==> src/rtl/core/gbsl_pkg.sv <==
`timescale 1ns / 1ps
// Shared types and constants of the glyph lookup engine.
// Used by the register block, controller, datapath and top level; depends on nothing.
package gbsl_pkg;

	localparam int MAX_GLYPHS_DEF = 4096;

	// Request kinds.
	localparam logic REQ_LOAD   = 1'b0;
	localparam logic REQ_LOOKUP = 1'b1;

	// Register file.
	localparam int APB_ADDR_W = 4;
	localparam int APB_DATA_W = 32;
	localparam logic [1:0] REG_LOWEST  = 2'd0;
	localparam logic [1:0] REG_HIGHEST = 2'd1;
	localparam logic [1:0] REG_COUNT   = 2'd2;

	localparam logic [15:0] LOWEST_RST  = 16'h0020;
	localparam logic [15:0] HIGHEST_RST = 16'h9fa0;
	localparam logic [12:0] COUNT_RST   = 13'd3851;

	typedef struct packed {
		logic              req_type;
		logic [11:0]       entry_index;
		logic [15:0]       code_point;
		logic [11:0]       load_advance;
		logic [7:0]        load_box_width;
		logic [7:0]        load_box_height;
		logic signed [7:0] load_offset_x;
		logic signed [7:0] load_offset_y;
		logic [19:0]       load_bitmap_start;
	} req_t;

	typedef struct packed {
		logic              found;
		logic [11:0]       glyph_index;
		logic [11:0]       advance;
		logic [7:0]        box_width;
		logic [7:0]        box_height;
		logic signed [7:0] offset_x;
		logic signed [7:0] offset_y;
		logic [19:0]       bitmap_start;
	} rsp_t;

	// One descriptor table entry, 64 bits.
	typedef struct packed {
		logic [11:0] advance;
		logic [7:0]  box_width;
		logic [7:0]  box_height;
		logic [7:0]  offset_x;
		logic [7:0]  offset_y;
		logic [19:0] bitmap_start;
	} desc_t;

	typedef struct packed {
		logic [15:0] lowest_code;
		logic [15:0] highest_code;
		logic [12:0] glyph_count;
	} cfg_t;

	// Controller to datapath.
	typedef struct packed {
		logic accept;
		logic load;
		logic start;
		logic step;
		logic take_hit;
		logic take_miss;
	} cmd_t;

	// Datapath to controller.
	typedef struct packed {
		logic in_range;
		logic hit;
		logic more;
	} sts_t;

endpackage

==> src/rtl/core/gbsl_ctrl.sv <==
`timescale 1ns / 1ps
// Sequencing state machine of the glyph lookup engine: handshakes and search steps.
// Depends on gbsl_pkg; drives the datapath through cmd_t and reads sts_t.
module gbsl_ctrl (
	input  logic           clk,
	input  logic           arst_n,
	input  logic           req_valid,
	input  logic           req_type,
	output logic           req_stall,
	output logic           rsp_valid,
	input  logic           rsp_stall,
	input  gbsl_pkg::sts_t sts,
	output gbsl_pkg::cmd_t cmd
);
	import gbsl_pkg::*;

	localparam logic [1:0] S_IDLE   = 2'd0;
	localparam logic [1:0] S_SEARCH = 2'd1;
	localparam logic [1:0] S_MISS   = 2'd2;

	logic [1:0] state_q, state_nxt;
	logic       rsp_valid_q;
	logic       accept;
	logic       out_free;

	assign req_stall = (state_q != S_IDLE);
	assign accept    = req_valid && (state_q == S_IDLE);
	assign out_free  = !rsp_valid_q || !rsp_stall;
	assign rsp_valid = rsp_valid_q;

	always_comb begin
		cmd        = '0;
		state_nxt  = state_q;
		cmd.accept = accept;
		cmd.load   = accept && (req_type == REQ_LOAD);
		case (state_q)
			S_IDLE: begin
				if (accept && (req_type == REQ_LOOKUP)) begin
					if (sts.in_range) begin
						cmd.start = 1'b1;
						state_nxt = S_SEARCH;
					end else begin
						state_nxt = S_MISS;
					end
				end
			end
			S_SEARCH: begin
				// A finished search waits here while the output register holds a stalled response.
				if (sts.hit) begin
					if (out_free) begin
						cmd.take_hit = 1'b1;
						state_nxt    = S_IDLE;
					end
				end else if (sts.more) begin
					cmd.step = 1'b1;
				end else if (out_free) begin
					cmd.take_miss = 1'b1;
					state_nxt     = S_IDLE;
				end
			end
			S_MISS: begin
				if (out_free) begin
					cmd.take_miss = 1'b1;
					state_nxt     = S_IDLE;
				end
			end
			default: state_nxt = S_IDLE;
		endcase
	end

	always_ff @(posedge clk or negedge arst_n) begin
		if (!arst_n) begin
			state_q     <= S_IDLE;
			rsp_valid_q <= 1'b0;
		end else begin
			state_q <= state_nxt;
			if (cmd.take_hit || cmd.take_miss) begin
				rsp_valid_q <= 1'b1;
			end else if (!rsp_stall) begin
				rsp_valid_q <= 1'b0;
			end
		end
	end

	a_rsp_from_work: assert property (@(posedge clk) disable iff (!arst_n)
		$rose(rsp_valid_q) |-> ($past(state_q) == S_SEARCH) || ($past(state_q) == S_MISS))
		else $error("result appeared without a lookup in progress");

	a_no_overwrite: assert property (@(posedge clk) disable iff (!arst_n)
		(rsp_valid_q && rsp_stall) |-> !(cmd.take_hit || cmd.take_miss))
		else $error("waiting result overwritten");

	a_step_stays: assert property (@(posedge clk) disable iff (!arst_n)
		cmd.step |=> (state_q == S_SEARCH))
		else $error("search left after a step");

endmodule

==> config.mk <==
export PLATFORM = sky130hd
export DESIGN_NAME = gbsl_ctrl
export DESIGN_NICKNAME = d
export VERILOG_FILES = /design/src/rtl/core/gbsl_pkg.sv /design/src/rtl/core/gbsl_ctrl.sv
export SDC_FILE = /design/constraint.sdc
export NUM_CORES = 1
export LEC_CHECK = 0
export BUFFER_PORTS_ARGS = -buffer_cell sky130_fd_sc_hd__clkbuf_2
export CAP_MARGIN = 5
export CORE_AREA = 2 2 39 41
export CTS_CLUSTER_DIAMETER = 100
export DETAILED_ROUTE_END_ITERATION = 16
export DIE_AREA = 0 0 41 43
export HOLD_SLACK_MARGIN = 0.08
export PLACE_DENSITY = 0.56
export SETUP_SLACK_MARGIN = 0.2
export SLEW_MARGIN = 15
export SYNTH_ARGS = -nofsm -noshare
export SYNTH_HDL_FRONTEND = slang
export SYNTH_SLANG_ARGS = --single-unit
==> constraint.sdc <==
create_clock -name clk -period 1.8 [get_ports clk]
set_input_delay 0.09 -clock clk [delete_from_list [all_inputs] [get_ports clk]]
set_output_delay 0.09 -clock clk [all_outputs]
set_load 0.01 [all_outputs]
# Word-level counts from Yosys, hierarchy flattened
# Index checks and enable logic that the tools add are counted.
[word_totals]
ff_bits = 3
word_cells = 37
[op_classes]
n_eq_ne = 5
n_mux = 19
bitwise_logic = 1
n_reduce_logical = 10
[ops]
columns = ["operator", "count"]
rows = [
  ["$mux W2", 6],
  ["$mux W1", 11],
  ["$pmux W2 S3", 1],
  ["$ne A2 B1 Y1 const B", 2],
  ["$logic_and A1 B1 Y1", 3],
  ["$ne A3 B3 Y1 const B", 1],
  ["$eq A2 B1 Y1 const B", 1],
  ["$eq A2 B2 Y1 const B", 1],
  ["$logic_not A1 Y1", 2],
  ["$logic_not A2 Y1", 1],
  ["$logic_or A1 B1 Y1", 2],
  ["$pmux W1 S2", 1],
  ["$reduce_and A2 Y1", 1],
  ["$reduce_bool A2 Y1", 1],
  ["$not A1 Y1", 1],
]

# Logic depth before layout (Yosys ltp)
[depth]
ltp_word = 8
mapped_depth = 6

# Worst setup path before layout
# OpenSTA, ideal clock, no wires.
[synth_path]
kind = "register to register"
from = "register state_q[1]"
to = "register state_q[1]"
arrival_ps = 1335
slack_ps = 334
path_stages_with_launch = 7
path_buffers = 1
cell_sequence = "dfrtp_1 inv_1 ha_1 and3b_1 buf_6 o21ai_1 or3b_1"
[synth_via]
elab_chain_cells = 5
elab_cells_between_ends = 12
[synth_rtl]
columns = ["element", "line_no", "text"]
rows = [
  ["from (decl)", "gbsl_ctrl.sv:21", "logic [1:0] state_q, state_nxt;"],
  ["from (signal assigned)", "gbsl_ctrl.sv:76", "state_q <= state_nxt;"],
  ["$logic_not A2 Y1", "gbsl_ctrl.sv:27, gbsl_ctrl.sv:36", ""],
  ["$logic_and A1 B1 Y1", "gbsl_ctrl.sv:27", "assign accept = req_valid && (state_q == S_IDLE);"],
  ["$logic_and A1 B1 Y1", "gbsl_ctrl.sv:38", "if (accept && (req_type == REQ_LOOKUP)) begin"],
  ["$ne A2 B1 Y1 (no source line)", "--", ""],
  ["$reduce_and A2 Y1 (no source line)", "--", ""],
]
# Several ways; a longest one is shown, not always the timed one. The select of a mux whose other input is x is not followed.
# A chain may end at the register's enable or synchronous reset.

# Worst setup path after layout
[layout_path]
from = "register state_q[0]"
to = "register state_q[1]"
# Same word-level chain as after synthesis.

==> flow_metrics.env <==
export IMPL_synth_compound_area_share_pct=12.66
export IMPL_antenna_found_initial=0
export IMPL_start_util_pct=20.71
export IMPL_maxSlewViolCount=0
export IMPL_drive_gt1_share_pct=44.23
export IMPL_syn_nets=44
export IMPL_synth_area_mux_share_pct=0
export IMPL_required_ns=1.91
export IMPL_grt_pass1_vias=231
export IMPL_crit_path_top_delay_cell="dfrtp_1"
export IMPL_grt_max_degree=6
export IMPL_synth_top_family_by_area="simple AND/OR/NAND/NOR gates"
export IMPL_cts_path_max_buffers=2
export IMPL_timing_final_crit_share_pct=85.65
export IMPL_via_per_inst=4.235
export IMPL_dpl_hpwl_um=520.1
export IMPL_worstSkewPairLatency_ns=0.24
export IMPL_fmax_mhz=648.6
export IMPL_cap_viol_max_count=0
export IMPL_drtIter0Drc=7
export IMPL_yosysTopAreaCell="dfrtp_1"
export IMPL_die_w_um=41
export IMPL_post_route_drc_count=0
export IMPL_die_h_um=43
export IMPL_clockRootBuffer="clkbuf_4"
export IMPL_ff2ff_path_depth=5
export IMPL_cts_sinks=3
export IMPL_worst_path_stages=5
export IMPL_crit_end="state_q[1]$_DFFE_PN0P_"
export IMPL_pre_cts_slack_ns=0.2141
export IMPL_syn_inst=33
export IMPL_regToRegStartpoint="state_q[0]$_DFFE_PN0P_"
export IMPL_nNetsFinal=64
export IMPL_worstPathMaxFanout=4
export IMPL_vias=288
export IMPL_synth_simple_area_share_pct=37.55
export IMPL_postSynthAreaPerCell_sq_um=8.683
export IMPL_synth_area_sq_um=286.5
export IMPL_fin_tns_setup_ns=0
export IMPL_synthTopCellsByArea="dfrtp_1 26%, ha_1 13%, and3_1 4.4%, nor2b_1 4.4%, and3_4 3.9%"
export IMPL_critPathCaptureType="flip-flop"
export IMPL_cp_slowest_stage_delay_ns=0.38
export IMPL_dieArea_sq_um=1763
export IMPL_slew_headroom_pct=86.15
export IMPL_drt_wl_total_um=669
export IMPL_startpoint="state_q[0]$_DFFE_PN0P_"
export IMPL_hp_class="primary input to flip-flop"
export IMPL_overflow=0
export IMPL_vdd_ir_drop_max_mv=0.4484
export IMPL_highest_layer="met3"
export IMPL_wl_met1_um=308
export IMPL_setup_viol_count_final=0
export IMPL_tightest_slew_ns=0.2059
export IMPL_ys_seq_area_share_pct=26.20
export IMPL_grt_pass1_wl_um=986
export IMPL_clkTransAtPathRegs_ns=0.04
export IMPL_ios=16
export IMPL_final_common_cell="clkbuf_2"
export IMPL_path_buf_inv=1
export IMPL_row_count=14
export IMPL_final_cell_mix="15 x clkbuf_2, 3 x nand2_1, 3 x clkbuf_4, 3 x dfrtp_1"
export IMPL_clock_skew_ns=0.002698
export IMPL_wl_met3_um=91
export IMPL_wire_per_inst_um=9.838
export IMPL_dr_wl_met2_um=269
export IMPL_n_antenna_cell=0
export IMPL_crit_path_start_kind="flip-flop"
export IMPL_synth_top_area_share_pct=26.20
export IMPL_grt_usage_pct=9.256
export IMPL_synth_warnings=0
export IMPL_outcome="completed"
export IMPL_ys_types=23
export IMPL_critPathKind="flip-flop to flip-flop"
export IMPL_rrSetupSlack_ns=0.26
export IMPL_core_area_sq_um=1384
export IMPL_hold_viol_final=0
export IMPL_synthAdderAreaFrac_pct=13.10
export IMPL_critPathTopFamily="simple AND/OR/NAND/NOR gates"
export IMPL_gp_congestion=0.6497
export IMPL_power_density_nw_per_um2=1377
export IMPL_cts_buffers=3
export IMPL_rsz0062_at_grt="false"
export IMPL_antenna_left=0
export IMPL_area_delta_synth_final_pct=42.79
export IMPL_timing_rr_end="state_q[1]$_DFFE_PN0P_"
export IMPL_p_leak_nw=0.2382
export IMPL_crit_arrival_ns=1.65
export IMPL_final_min_clock_period_ns=1.542
export IMPL_portBuffers=15
export IMPL_ys_ff_latch=3
export IMPL_htreeDepth=1
export IMPL_path_cells="inv_2, ha_2, and3_4, o21ai_1, or3b_1"
export IMPL_synth_xor_area_share_pct=0
export IMPL_setup_ws_ns=0.2582
export IMPL_dr_pass1_iters=3
export IMPL_cts_tree="yes"
## sequential cells by signal (all words and copies together) (netlist names)
register,count
state_q,2
rsp_valid,1
## stage by stage
step	hold WS (ns)	instances	utilization [%]	cell area [sq um]	power, mW
6_report	0.1367	68	29.57	409.1	0.5632
4_1_cts	0.1302	68	29.39	406.6	0.5667
2_1_floorplan	-0.2056	33	-	286.5	0.3330
3_3_place_gp	-0.1090	62	26.22	362.8	0.4140
3_5_place_dp	-0.1081	62	26.22	362.8	0.4174
5_1_grt	0.1445	68	29.57	409.1	0.6252
## worst min-delay path: cells and delay by family
| family | cells | cell delay [ns] |
|---|---|---|
| simple gates | 2 | 0.16 |
| buf+inv | 1 | 0.09 |
## where the power goes
group	total [mW]	leakage, nW	switching, mW	internal (mW)
Clock	0.120	0.0150	0.0371	0.0832
Sequential	0.114	0.0396	0.0184	0.0953
Combinational	0.329	0.184	0.170	0.159
## per-layer routing
layer	track usage, %	up-vias
met3	9.424	0
li1	-	155
met4	4.000	0
met2	9.375	15
met5	0	-
met1	12.30	118
## cell usage after synthesis, drive strengths merged
cell type	number
dfrtp	3
or3b	1
a211oi	1
nand3	1
nand2	3
ha	3
nor2b	2
and2	1
inv	3
nand2b	1
and3b	1
buf	2
nor4	1
o211a	1
nor3b	1
nor2	1
and3	4
o21ai	2
o2bb2ai	1
## cell families (layout without fill, tap and decap cells)
group	Yosys count	after routing
buffers and inverters	5	24
adders and majority gates	3	3
and+or+nand+nor	17	17
AOI/OAI and AO/OA	5	5
DFF	3	3
## worst min-delay path by stage
stage,end,startpoint,depth (start not counted)
after floorplan,rsp_valid$_DFFE_PN0P_,arst_n,0
after detailed placement,rsp_valid$_DFFE_PN0P_,arst_n,1
after global placement,rsp_valid$_DFFE_PN0P_,arst_n,1
after CTS,rsp_valid$_DFFE_PN0P_,rsp_stall,3
final,rsp_valid$_DFFE_PN0P_,rsp_stall,3
after global routing,rsp_valid$_DFFE_PN0P_,rsp_stall,3
## cell type report
cell class	count	area, sq um
timing repair buffer	17	92.59
sequential	3	75.07
inverter	3	11.26
multi-input combinational	25	183.9
tap	16	20.02
clock buffer	4	26.28
fill	161	974.7
## timing repair
action                                 4_1_cts  5_1_grt
endpoints found under the hold margin        3        0
hold buffers                                 1        0
setup endpoints to repair                    1        3
gates resized for setup                      0        2
setup buffers                                1        0
No activity file was read; power rests on OpenSTA's default activity.
