**config.mk**
```make
export PLATFORM = sky130hd
export DESIGN_NAME = gbsl_regs
export DESIGN_NICKNAME = d
export VERILOG_FILES = /design/src/rtl/core/gbsl_pkg.sv /design/src/rtl/core/gbsl_regs.sv
export SDC_FILE = /design/constraint.sdc
export NUM_CORES = 1
export LEC_CHECK = 0
export ABC_AREA = 1
export BUFFER_PORTS_ARGS = -buffer_cell sky130_fd_sc_hd__buf_4
export CAP_MARGIN = 25
export CORE_UTILIZATION = 43
export CTS_BUF_LIST = sky130_fd_sc_hd__clkbuf_2
export DETAILED_ROUTE_END_ITERATION = 16
export GPL_TIMING_DRIVEN = 1
export PLACE_DENSITY = 0.89
export SYNTH_ARGS = -nofsm -noshare
export SYNTH_HDL_FRONTEND = slang
export SYNTH_SLANG_ARGS = --single-unit
```
**constraint.sdc**
```tcl
create_clock -name clk -period 0.8 [get_ports clk]
set_input_delay 0.04 -clock clk [delete_from_list [all_inputs] [get_ports clk]]
set_output_delay 0.04 -clock clk [all_outputs]
set_load 0.005 [all_outputs]
```
**src/rtl/core/gbsl_pkg.sv**
```systemverilog
`timescale 1ns / 1ps
// Shared types and constants of the glyph lookup engine.
// Used by the register block, controller, datapath and top level; depends on nothing.
package gbsl_pkg;

	localparam int MAX_GLYPHS_DEF = 4096;

	// Request kinds.
	localparam logic REQ_LOAD   = 1'b0;
	localparam logic REQ_LOOKUP = 1'b1;

	// Register file.
	localparam int APB_ADDR_W = 4;
	localparam int APB_DATA_W = 32;
	localparam logic [1:0] REG_LOWEST  = 2'd0;
	localparam logic [1:0] REG_HIGHEST = 2'd1;
	localparam logic [1:0] REG_COUNT   = 2'd2;

	localparam logic [15:0] LOWEST_RST  = 16'h0020;
	localparam logic [15:0] HIGHEST_RST = 16'h9fa0;
	localparam logic [12:0] COUNT_RST   = 13'd3851;

	typedef struct packed {
		logic              req_type;
		logic [11:0]       entry_index;
		logic [15:0]       code_point;
		logic [11:0]       load_advance;
		logic [7:0]        load_box_width;
		logic [7:0]        load_box_height;
		logic signed [7:0] load_offset_x;
		logic signed [7:0] load_offset_y;
		logic [19:0]       load_bitmap_start;
	} req_t;

	typedef struct packed {
		logic              found;
		logic [11:0]       glyph_index;
		logic [11:0]       advance;
		logic [7:0]        box_width;
		logic [7:0]        box_height;
		logic signed [7:0] offset_x;
		logic signed [7:0] offset_y;
		logic [19:0]       bitmap_start;
	} rsp_t;

	// One descriptor table entry, 64 bits.
	typedef struct packed {
		logic [11:0] advance;
		logic [7:0]  box_width;
		logic [7:0]  box_height;
		logic [7:0]  offset_x;
		logic [7:0]  offset_y;
		logic [19:0] bitmap_start;
	} desc_t;

	typedef struct packed {
		logic [15:0] lowest_code;
		logic [15:0] highest_code;
		logic [12:0] glyph_count;
	} cfg_t;

	// Controller to datapath.
	typedef struct packed {
		logic accept;
		logic load;
		logic start;
		logic step;
		logic take_hit;
		logic take_miss;
	} cmd_t;

	// Datapath to controller.
	typedef struct packed {
		logic in_range;
		logic hit;
		logic more;
	} sts_t;

endpackage

```
**src/rtl/core/gbsl_regs.sv**
```systemverilog
`timescale 1ns / 1ps
// Configuration registers of the glyph lookup engine behind an APB-style port.
// Depends on gbsl_pkg.
module gbsl_regs (
	input  logic                              clk,
	input  logic                              arst_n,
	input  logic                              psel,
	input  logic                              penable,
	input  logic                              pwrite,
	input  logic [gbsl_pkg::APB_ADDR_W-1:0]   paddr,
	input  logic [gbsl_pkg::APB_DATA_W-1:0]   pwdata,
	output logic [gbsl_pkg::APB_DATA_W-1:0]   prdata,
	output logic                              pready,
	output gbsl_pkg::cfg_t                    cfg
);
	import gbsl_pkg::*;

	logic       wr_en;
	logic [1:0] reg_idx;
	cfg_t       cfg_q;

	assign wr_en   = psel && penable && pwrite;
	assign reg_idx = paddr[APB_ADDR_W-1:2];
	assign pready  = 1'b1;
	assign cfg     = cfg_q;

	always_ff @(posedge clk or negedge arst_n) begin
		if (!arst_n) begin
			cfg_q.lowest_code  <= LOWEST_RST;
			cfg_q.highest_code <= HIGHEST_RST;
			cfg_q.glyph_count  <= COUNT_RST;
		end else if (wr_en) begin
			case (reg_idx)
				REG_LOWEST:  cfg_q.lowest_code  <= pwdata[15:0];
				REG_HIGHEST: cfg_q.highest_code <= pwdata[15:0];
				REG_COUNT:   cfg_q.glyph_count  <= pwdata[12:0];
				default: ;
			endcase
		end
	end

	always_comb begin
		case (reg_idx)
			REG_LOWEST:  prdata = APB_DATA_W'(cfg_q.lowest_code);
			REG_HIGHEST: prdata = APB_DATA_W'(cfg_q.highest_code);
			REG_COUNT:   prdata = APB_DATA_W'(cfg_q.glyph_count);
			default:     prdata = '0;
		endcase
	end

endmodule

```
* Word-level counts from Yosys, hierarchy flattened
Index checks and enable logic that the tools add are counted.
** Word-level totals
- Register bits :: 45
- Input bits :: 41
- Output and inout bits :: 78
- Word-level logic and storage cells :: 12
** Cells by class
- Eq/ne operators :: 2
- Mux-type cells :: 1
- Reduce and logical (&&, ||, !) cells :: 6
** Operators by type and width (number)
- 16-bit one-hot mux with 3 select lines :: 1
- 2-bit AND reduction :: 3
- 2-bit by 1-bit equality test with 1-bit output (second input constant) :: 1
- 2-bit equality test (second input constant) :: 1
- 1-bit logical AND :: 2
- 2-bit logical NOT :: 1

* Depth between registers and ports, before layout
Gate-level depths: netlist (run 1).
- Depth in word-level cells :: 3
- Gate-level depth with buffers :: 7
- Gate-level depth less buffers :: 6

* Worst setup path after synthesis (run 1)
Ideal clock, no wire load.
- Path type :: flip-flop to output port
- Start :: register cfg_q, in the netlist cfg[23]
- End :: output prdata[10] in the netlist's numbering
- Data arrival time :: 0.668 ns
- Data required time :: 0.760 ns
- Path slack :: 0.092 ns
- Stages on the path, launching flop included :: 3
- Buffers on the path :: 0
- Cells stage by stage :: dfstp_2 > nand2_1 > nand3_1
** Between the ends
- Cells in the longest elaborated chain, start to end :: 1
** RTL lines
- start, declared :: line gbsl_regs.sv:20 : cfg_t cfg_q;
- 16-bit one-hot mux with 3 select lines :: line gbsl_regs.sv:43 : case (reg_idx)
- end, declared :: line gbsl_regs.sv:12 : output logic [gbsl_pkg::APB_DATA_W-1:0] prdata,
No other way between the ends.

* Worst setup path after layout (run 1)
- Start :: register cfg_q, in the netlist cfg[9]
- End :: output prdata[9] in the netlist's numbering
Same word-level chain as after synthesis.

==> results of run 1 <==
## layout by cell type (no fill, tap or decap)
cell / n
sky130_fd_sc_hd__nand2_1: 148
sky130_fd_sc_hd__buf_6: 90
sky130_fd_sc_hd__buf_4: 59
sky130_fd_sc_hd__nand2_2: 39
sky130_fd_sc_hd__dfrtp_1: 29
sky130_fd_sc_hd__conb_1: 17
sky130_fd_sc_hd__dlygate4sd3_1: 17
sky130_fd_sc_hd__dfstp_2: 16
sky130_fd_sc_hd__nand3_2: 7
sky130_fd_sc_hd__nand3_1: 7
sky130_fd_sc_hd__clkbuf_2: 6
sky130_fd_sc_hd__buf_12: 5
sky130_fd_sc_hd__nor2_4: 4
sky130_fd_sc_hd__inv_2: 3
sky130_fd_sc_hd__nand2_4: 2
sky130_fd_sc_hd__inv_1: 1
sky130_fd_sc_hd__inv_4: 1
sky130_fd_sc_hd__nor2_8: 1
sky130_fd_sc_hd__nand2_8: 1
sky130_fd_sc_hd__bufinv_16: 1
sky130_fd_sc_hd__clkinv_2: 1
## metal layers
metal	global-route usage	vias to the layer above	routed length, µm
met1	0.3020	1201	2923
met2	0.4946	126	4447
met3	0.05688	21	523
met5	0	-	0
li1	-	1165	-
met4	0.1111	0	267
## final cells by class
type | count | area share
timing repair buffer | 171 | 0.4188
sequential | 45 | 0.2780
multi-input combinational | 226 | 0.2610
tap | 70 | 0.02124
clock inverter | 2 | 0.008498
clock buffer | 6 | 0.007284
inverter | 5 | 0.005159
## kinds of logic (layout without fill, tap and decap cells)
logic type | count (synthesis) | count (layout)
buffers and inverters | 31 | 184
flip-flops | 45 | 45
other | 2 | 17
AND/OR/NAND/NOR | 209 | 209
## where the power goes
group          total [mW]  internal [mW]  switching (mW)  leakage (nW)
Combinational        3.73           2.42            1.31          1.65
Sequential           3.35           2.86           0.484         0.536
Clock                1.30          0.537           0.763        0.0430
Total                8.38           5.82            2.56          2.22
## through the flow
step | cell area (µm²) | setup WS [ps] | power (mW) | std cells
floorplan | 2402 | 91.87 | 4.036 | 302
global placement | 3089 | -81.51 | 5.251 | 448
detailed placement | 3089 | -102.3 | 5.334 | 448
CTS | 3824 | -492.7 | 7.650 | 509
global route | 4123 | -592.3 | 8.784 | 525
finish | 4123 | -523.6 | 8.379 | 525
## how the worst max path moves through the flow
stage / start / endpoint / slack, ps / cells after the start
detailed placement: paddr[2] / cfg[12] / -100 / 7
global placement: paddr[3] / prdata[5] / -80 / 6
CTS: cfg[3] / prdata[3] / -490 / 3
global route: cfg[9] / prdata[9] / -590 / 3
finish: cfg[9] / prdata[9] / -520 / 3
floorplan: cfg[23] / prdata[10] / 90 / 2
## what timing repair did
item | in CTS | in global routing
endpoints found under the hold margin | 90 | 0
endpoints found under the setup margin | 63 | 82
pin swaps | 25 | 25
resized for setup | 61 | 51
hold buffers | 17 | 0
setup buffers | 36 | 20
## worst reg2reg max path: cells and delay by family, from the launching register on
kind          cells  cell delay, ps
buf+inv           3             270
flops             1             610
simple gates      2             100
==> results, run 1 <==
- The leakage dissipation is 2.224 nW.
- The count of final setup violators is 80.
- The fraction of registers with async set/reset is 1.000.
- The reg-to-reg critical path endpoint is cfg[25].
- The post-route clock period utilization is 1.655.
- The worst setup path is captured at a primary output.
- The adder and majority gate portion of the synthesized area is 0.
- The average instance in the mapped netlist occupies 8.174 µm².
- Row generation in the floorplan step produced 26 rows.
- The count of max-cap constraint violations is 0.
- The pre-antenna-repair detailed-routing pass consisted of 4 iterations.
- The final weighted congestion of routability-driven global placement is 0.7790.
- Synthesis produced 287 cells.
- The flow ran to the end, but the final reports show violations.
- TritonCTS built the clock tree.
- The number of flip-flops in the largest register is 45.
- The post-synthesis register bit count is 45.
- The post-detailed-route via-to-cell ratio is 4.787.
- For this run, the total global-route usage over all layers was measured as 0.2696.
- For this design the ratio of total power to cell area is 2033 nW/µm².
- The detailed router placed between 2000 and 3000 vias in this run.
- In the post-route analysis, the smallest setup slack over all paths is -523.6 ps.
- The final-stage net count is 495.
- The worst register-to-register path has a depth of 5.
- The tree built by TritonCTS fans out to 45 sinks.
- For this run, the number of Yosys warnings is 0.
- The width of the die is 75.87 µm.
- The post-synthesis to final-layout area growth is 75.73%.
- STA classifies the critical path startpoint as a register.
- The count of buffers inserted at the top-level ports is 83.
- The number of flops mapped to enable cells by yosys is 0.
- Final hold analysis gives a worst-case slack of 76.11 ps.
- The final core utilization is 0.7970.
- Sorting the synthesized cells by area gives the leading types as sky130_fd_sc_hd__dfrtp_1, sky130_fd_sc_hd__nand2_1, sky130_fd_sc_hd__dfstp_2, sky130_fd_sc_hd__buf_4, sky130_fd_sc_hd__nand2_2.
- The final reports fail on setup timing.
- The type of the worst setup path is register to primary output.
- The share of Yosys cell area claimed by the top area cell type is 0.3093.
- The global-route wire length before repair is 11230 µm.
- The filler cell count in the final layout is 309.
- For this block, the initial DRC count from the detailed router was 127.
- The largest clock skew in the final design is 0 ps.
- The total overflow left after global routing is 0.
- The post-detailed-route DRC marker count is 0.
- The clock network latency to the later pin of the worst-skew pair is 420 ps.
- Setup repair after global routing could not meet its margin everywhere.
- For this design the top-level I/O count stands at 119.
- The commonest cells after synthesis are sky130_fd_sc_hd__nand2_1, sky130_fd_sc_hd__dfrtp_1, sky130_fd_sc_hd__nand2_2.
- The kind of path behind the tightest hold check is input pin to asynchronous set/reset pin.
- The most frequently used cell type in the post-synthesis netlist is sky130_fd_sc_hd__nand2_1.
- The initial antenna violation count is 0.
- After clock tree synthesis, the clock-pin slew on the worst setup and hold paths is 230 ps.
- The number of buffers and inverters on the critical path is 1.
- The sequential cells in the finished layout cover a total of 1146 µm².
- The final wirelength is 8162 µm.
- Of the total synthesized cell area, the portion taken by XOR and XNOR cells is 0.
- Based on the critical path, the design can be clocked at up to 0.7555 GHz.
- The area taken by multi-input logic gates is 1076 µm².
- The die span in y is 75.87 µm.
- Of the total synthesized cell area, the portion taken by AND, OR, NAND and NOR gates is 0.4016.
- The number of antenna diodes in the final layout is 0.
- The H-tree depth is 2.
- The setup slack of the most critical reg-to-reg path is -210 ps.
- The number of buffers created by CTS is 5.
- The share of the yosys chip area belonging to registers is 0.4885.
- The largest total area in the synthesized netlist belongs to sky130_fd_sc_hd__dfrtp_1.
- Along the worst path, the maximum fanout reaches 3.
- The compound-cell area share of the yosys netlist is 0.
- The portion of synthesized area spent on multiplexers is 0.
- Data arrives at the worst endpoint at 1280 ps.
- Of the cells placed in the final design, the portion with a size suffix greater than 1 is 0.5187.
- The worst-case IR drop observed on VDD is ~0.0013 V.
- The post-synthesis cell area is 2346 µm².
- The main combinational cell family by area after synthesis is simple AND/OR/NAND/NOR gates.
- The number of pins exceeding their max-slew limit in the final report came to 0.
- The clock root buffer master is sky130_fd_sc_hd__clkbuf_2.
- After synthesis, the netlist uses 18 different library cells.
- On the critical path the largest part of the delay comes from flip-flops.
- The signal on the critical path passes through nand2_2 -> nand3_2 -> buf_6.
- Counting along the longest clock path gives a buffer depth of 2.
- The routed wire length per instance is roughly 16 µm.
- At the worst endpoint, the required time is 760 ps.
- Entering global routing, the biggest net connects 46 pins.
- The number of nets with antenna violations after routing is 0.
- The detailed-placement wirelength estimate is 4459 µm.
- The largest single stage delay on the critical path is between 600 and 700 ps.
- For the finished layout, the period the worst path requires is 1324 ps.
- The region available for standard cell placement spans 5172 µm².
- The floorplan die area is 5756 µm².
- The slowest stage of the critical path is the sky130_fd_sc_hd__dfstp_2 cell.
- The via count of the first global-routing pass was 2478.
- The most used flip-flop cell after synthesis is sky130_fd_sc_hd__dfrtp_1.
- In the final timing run, aggregate negative setup slack is -24860 ps.
- For this configuration, the core starts out at a cell density of 0.4536.
- The count of final hold-check violations is 0.
- The origin of the critical flop-to-flop path is cfg[25].
No activity file was read; power rests on OpenSTA's default activity.
==> inputs of run 2 (changes only) <==
PLACE_DENSITY = 0.79   (was 0.89)
==> run 2 against run 1 <==
Effect of this change: the flow still finishes with violations (setup timing); maximum frequency shrank 4.6%; die area is the same; core utilization grew 0.80 points; hold slack lost 36 ps; cell count shrank 1.1%; count of clock-buffer cells in the layout is the same; global-route usage grew 1.2 points; sequential power is essentially flat; routed wire length grew 1.0%; largest cell class unchanged.
==> results, run 2 (synthesized netlist as in run 1, its figures left out) <==
- The post-place instance area came to 3099 µm² (+0.32%).
- The filler cell count in the final layout is 300 (-2.9%).
- The total global-route track usage is 0.2818 (+0.01221).
- The number of clock sinks seen by CTS came to 45 (unchanged).
- TritonCTS built the clock tree.
- The biggest cell delay along the critical path is 600 ps (about the same).
- The final-stage net count came to 489 (-1.2%).
- The routed length on met1 is 2830 µm (-3.2%).
- The fraction of layout cells with a size suffix above 1 is 0.5323 (+0.01361).
- The via count of the first global-routing pass is 2434 (-1.8%).
- The total via count in the routed design came to 2544 (+1.2%).
- The die span in y is 75.87 µm (unchanged).
- The floorplan die area is 5756 µm² (unchanged).
- The final reports fail on setup timing.
- The width of the die is 75.87 µm (unchanged).
- The count of final hold-check violations is 0 (unchanged).
- The cell row count came to 26 (unchanged).
- The leakage dissipation was 2.233 nW (+0.38%).
- The post-detailed-route via-to-cell ratio is 4.902 (+2.4%).
- Leaving out fill and tap cells, the most frequent cell in the layout is sky130_fd_sc_hd__nand2_1.
- The number of placed instances with taps included is 446 (-0.45%).
- The count of final setup violators is 78 (-2.5%).
- The final wirelength came to 8245 µm (+1.0%).
- The worst setup path is captured at a primary output.
- The met3 wirelength from detailed routing was 382 µm (-27%).
- The number of flip-flops in the largest register is 45 (unchanged).
- The buffer depth of the longest clock path was 2 (unchanged).
- The largest clock skew in the final design is 0 ps (unchanged).
- The final core utilization was 0.8050 (+0.007982).
- The cell family with the largest share of critical-path delay is flip-flops.
- The clock network latency to the later pin of the worst-skew pair is 430 ps (about the same).
- Setup repair after global routing could not meet its margin everywhere.
- The highest attainable clock frequency was 0.7205 GHz (-4.6%).
- The internal power contribution was 5.834 mW (+0.25%).
- The core region area came to 5172 µm² (unchanged).
- The net switching power figure is 2.598 mW (+1.5%).
- The H-tree depth is 2 (unchanged).
- The detailed-placement wirelength estimate is 4448 µm (-0.25%).
- The placement-stage worst setup slack is -93.47 ps (+8.870 ps).
- The final setup slack of the worst path was -588.0 ps (-64.37 ps).
- The global-route wire length before repair came to 11560 µm (+2.9%).
- The final total negative setup slack came to -25330 ps (-467.3 ps).
- The kind of path behind the tightest hold check is input pin to asynchronous set/reset pin.
- The type of the worst setup path is register to primary output.
- The run finished, with violations left.
- Among all stages on the critical path, the largest delay is contributed by sky130_fd_sc_hd__dfstp_2.
- The power density relative to cell area is 2025 nW/µm² (-0.36%).
- The library cells used most frequently in the layout, excluding fill and tap cells, are sky130_fd_sc_hd__nand2_1, sky130_fd_sc_hd__buf_6, sky130_fd_sc_hd__buf_4, sky130_fd_sc_hd__nand2_2, sky130_fd_sc_hd__dfrtp_1.
- The post-synthesis to final-layout area growth is 77.49%.
- The routed wire length per instance was 15.89 µm (+2.2%).
- The count of max-cap constraint violations was 0 (unchanged).
- The count of buffers inserted at the top-level ports was 83 (unchanged).
- The final weighted congestion of routability-driven global placement is 0.7823 (+0.42%).
- The combinational share of power is 0.446 (about the same).
- The iteration count of the initial detailed-routing pass is 4 (unchanged).
- The number of pins exceeding their max-slew limit in the final report is 0 (unchanged).
- The overall power consumption is 8.432 mW (+0.63%).
- The switching fraction of total power was 0.3082 (+0.002618).
- The data arrival time of the critical path is 1350 ps (+70 ps).
- The post-detailed-route DRC marker count came to 0 (unchanged).
- The final cell area excluding filler cells is 4164 µm² (+1.0%).
- The final critical delay including setup and external delays came to 1388 ps (+64.37 ps).
- The sequential cell fraction of total power came to 0.400 (about the same).
- The maximum vdd drop is 0.001194 V (-7.2%).
- The worst setup path is launched from a register.
- The count of inserted antenna diode cells is 0 (unchanged).
- Traced cell by cell, the critical path runs through nand2_1 -> nand3_2 -> buf_6.
- The total I/O pin count is 119 (unchanged).
- The non-filler instance count after layout was 519 (-1.1%).
- The required time of the worst setup path is 760 ps (about the same).
- The worst hold margin is 40.58 ps (-35.53 ps).
- The post-route clock period utilization was 1.735 (+0.08047).
- The maximum fanout along the worst path is 2 (-1).
- The starting density of the core is 0.4536 (unchanged).
- The number of buffers created by CTS is 5 (unchanged).
- The maximum number of pins on one net before global-route repair is 46 (unchanged).
- The highest signal layer in the routed design is met4.
- The part of the total power dissipated in the clock network was 0.154 (about the same).
- The initial antenna violation count is 0 (unchanged).
- The sum of met2 wire segment lengths after detailed routing is 4672 µm (+5.1%).
- The remaining global-route overflow is 0 (unchanged).
- The number of nets with antenna violations after routing is 0 (unchanged).
- The register clock-pin slew on the reported worst setup and hold paths is 250 ps (+20 ps).
- The number of buffer and inverter instances along the worst setup path is 1 (unchanged).
- The number of DRC markers after the initial detailed-route iteration was 118 (-7.1%).
- Clock tree synthesis selected as its root buffer the cell sky130_fd_sc_hd__clkbuf_2.
-- run 2: cell types whose count changed in the layout (fill, tap and decap cells not counted), sizes merged --
cell,delta
buf,-6
-- run 2: final timing paths --
path | from | endpoint | slack, ps | depth (start not counted)
worst max-delay path | cfg[24] | prdata[11] | -590 | 3
max in group asynchronous | arst_n | cfg[8] | 430 | 3
worst max register to register | cfg[34] | cfg[34] | -190 | 5
min in group clk | paddr[2] | cfg[35] | 90 | 5
worst min register to register | cfg[0] | cfg[0] | 510 | 2
worst min-delay path | arst_n | cfg[39] | 40 | 3
-- run 2: worst reg2reg max path: stages (launching register included) --
cell,delay [ps]
sky130_fd_sc_hd__dfstp_2,600
sky130_fd_sc_hd__buf_6,100
sky130_fd_sc_hd__buf_6,80
sky130_fd_sc_hd__buf_6,80
sky130_fd_sc_hd__nand2_2,40
sky130_fd_sc_hd__nand2_2,60
-- run 2: repair_timing --
item / CTS / global route
setup buffers: 31 / 23
hold buffers: 17 / 0
setup endpoints to repair: 64 / 78
resized for setup: 62 / 66
endpoints found under the hold margin: 90 / 0
cloned: 0 / 0
pin swaps: 25 / 22
-- run 2: layout make-up --
type | count | area (µm²) | area share
clock buffer | 6 | 30.03 | 0.007212
sequential | 45 | 1146 | 0.2752
tap | 70 | 87.58 | 0.02103
multi-input combinational | 226 | 1119 | 0.2686
timing repair buffer | 165 | 1725 | 0.4144
inverter | 5 | 21.27 | 0.005108
clock inverter | 2 | 35.03 | 0.008413
-- run 2: per-layer routing --
metal  GRT usage  vias to the layer above
li1            -                     1153
met1      0.2869                     1224
met2      0.5261                      133
met3     0.05556                       34
met4      0.1728                        0
met5           0                        -
-- run 2: power groups by stage --
stage / Sequential (mW) / Combinational, mW / Clock (mW)
after floorplan: 3.31 / 0.729 / 0
after global placement: 3.32 / 1.96 / 0
after detailed placement: 3.33 / 2.02 / 0
after CTS: 3.30 / 3.03 / 1.29
after global routing: 3.41 / 4.03 / 1.38
final: 3.37 / 3.76 / 1.29
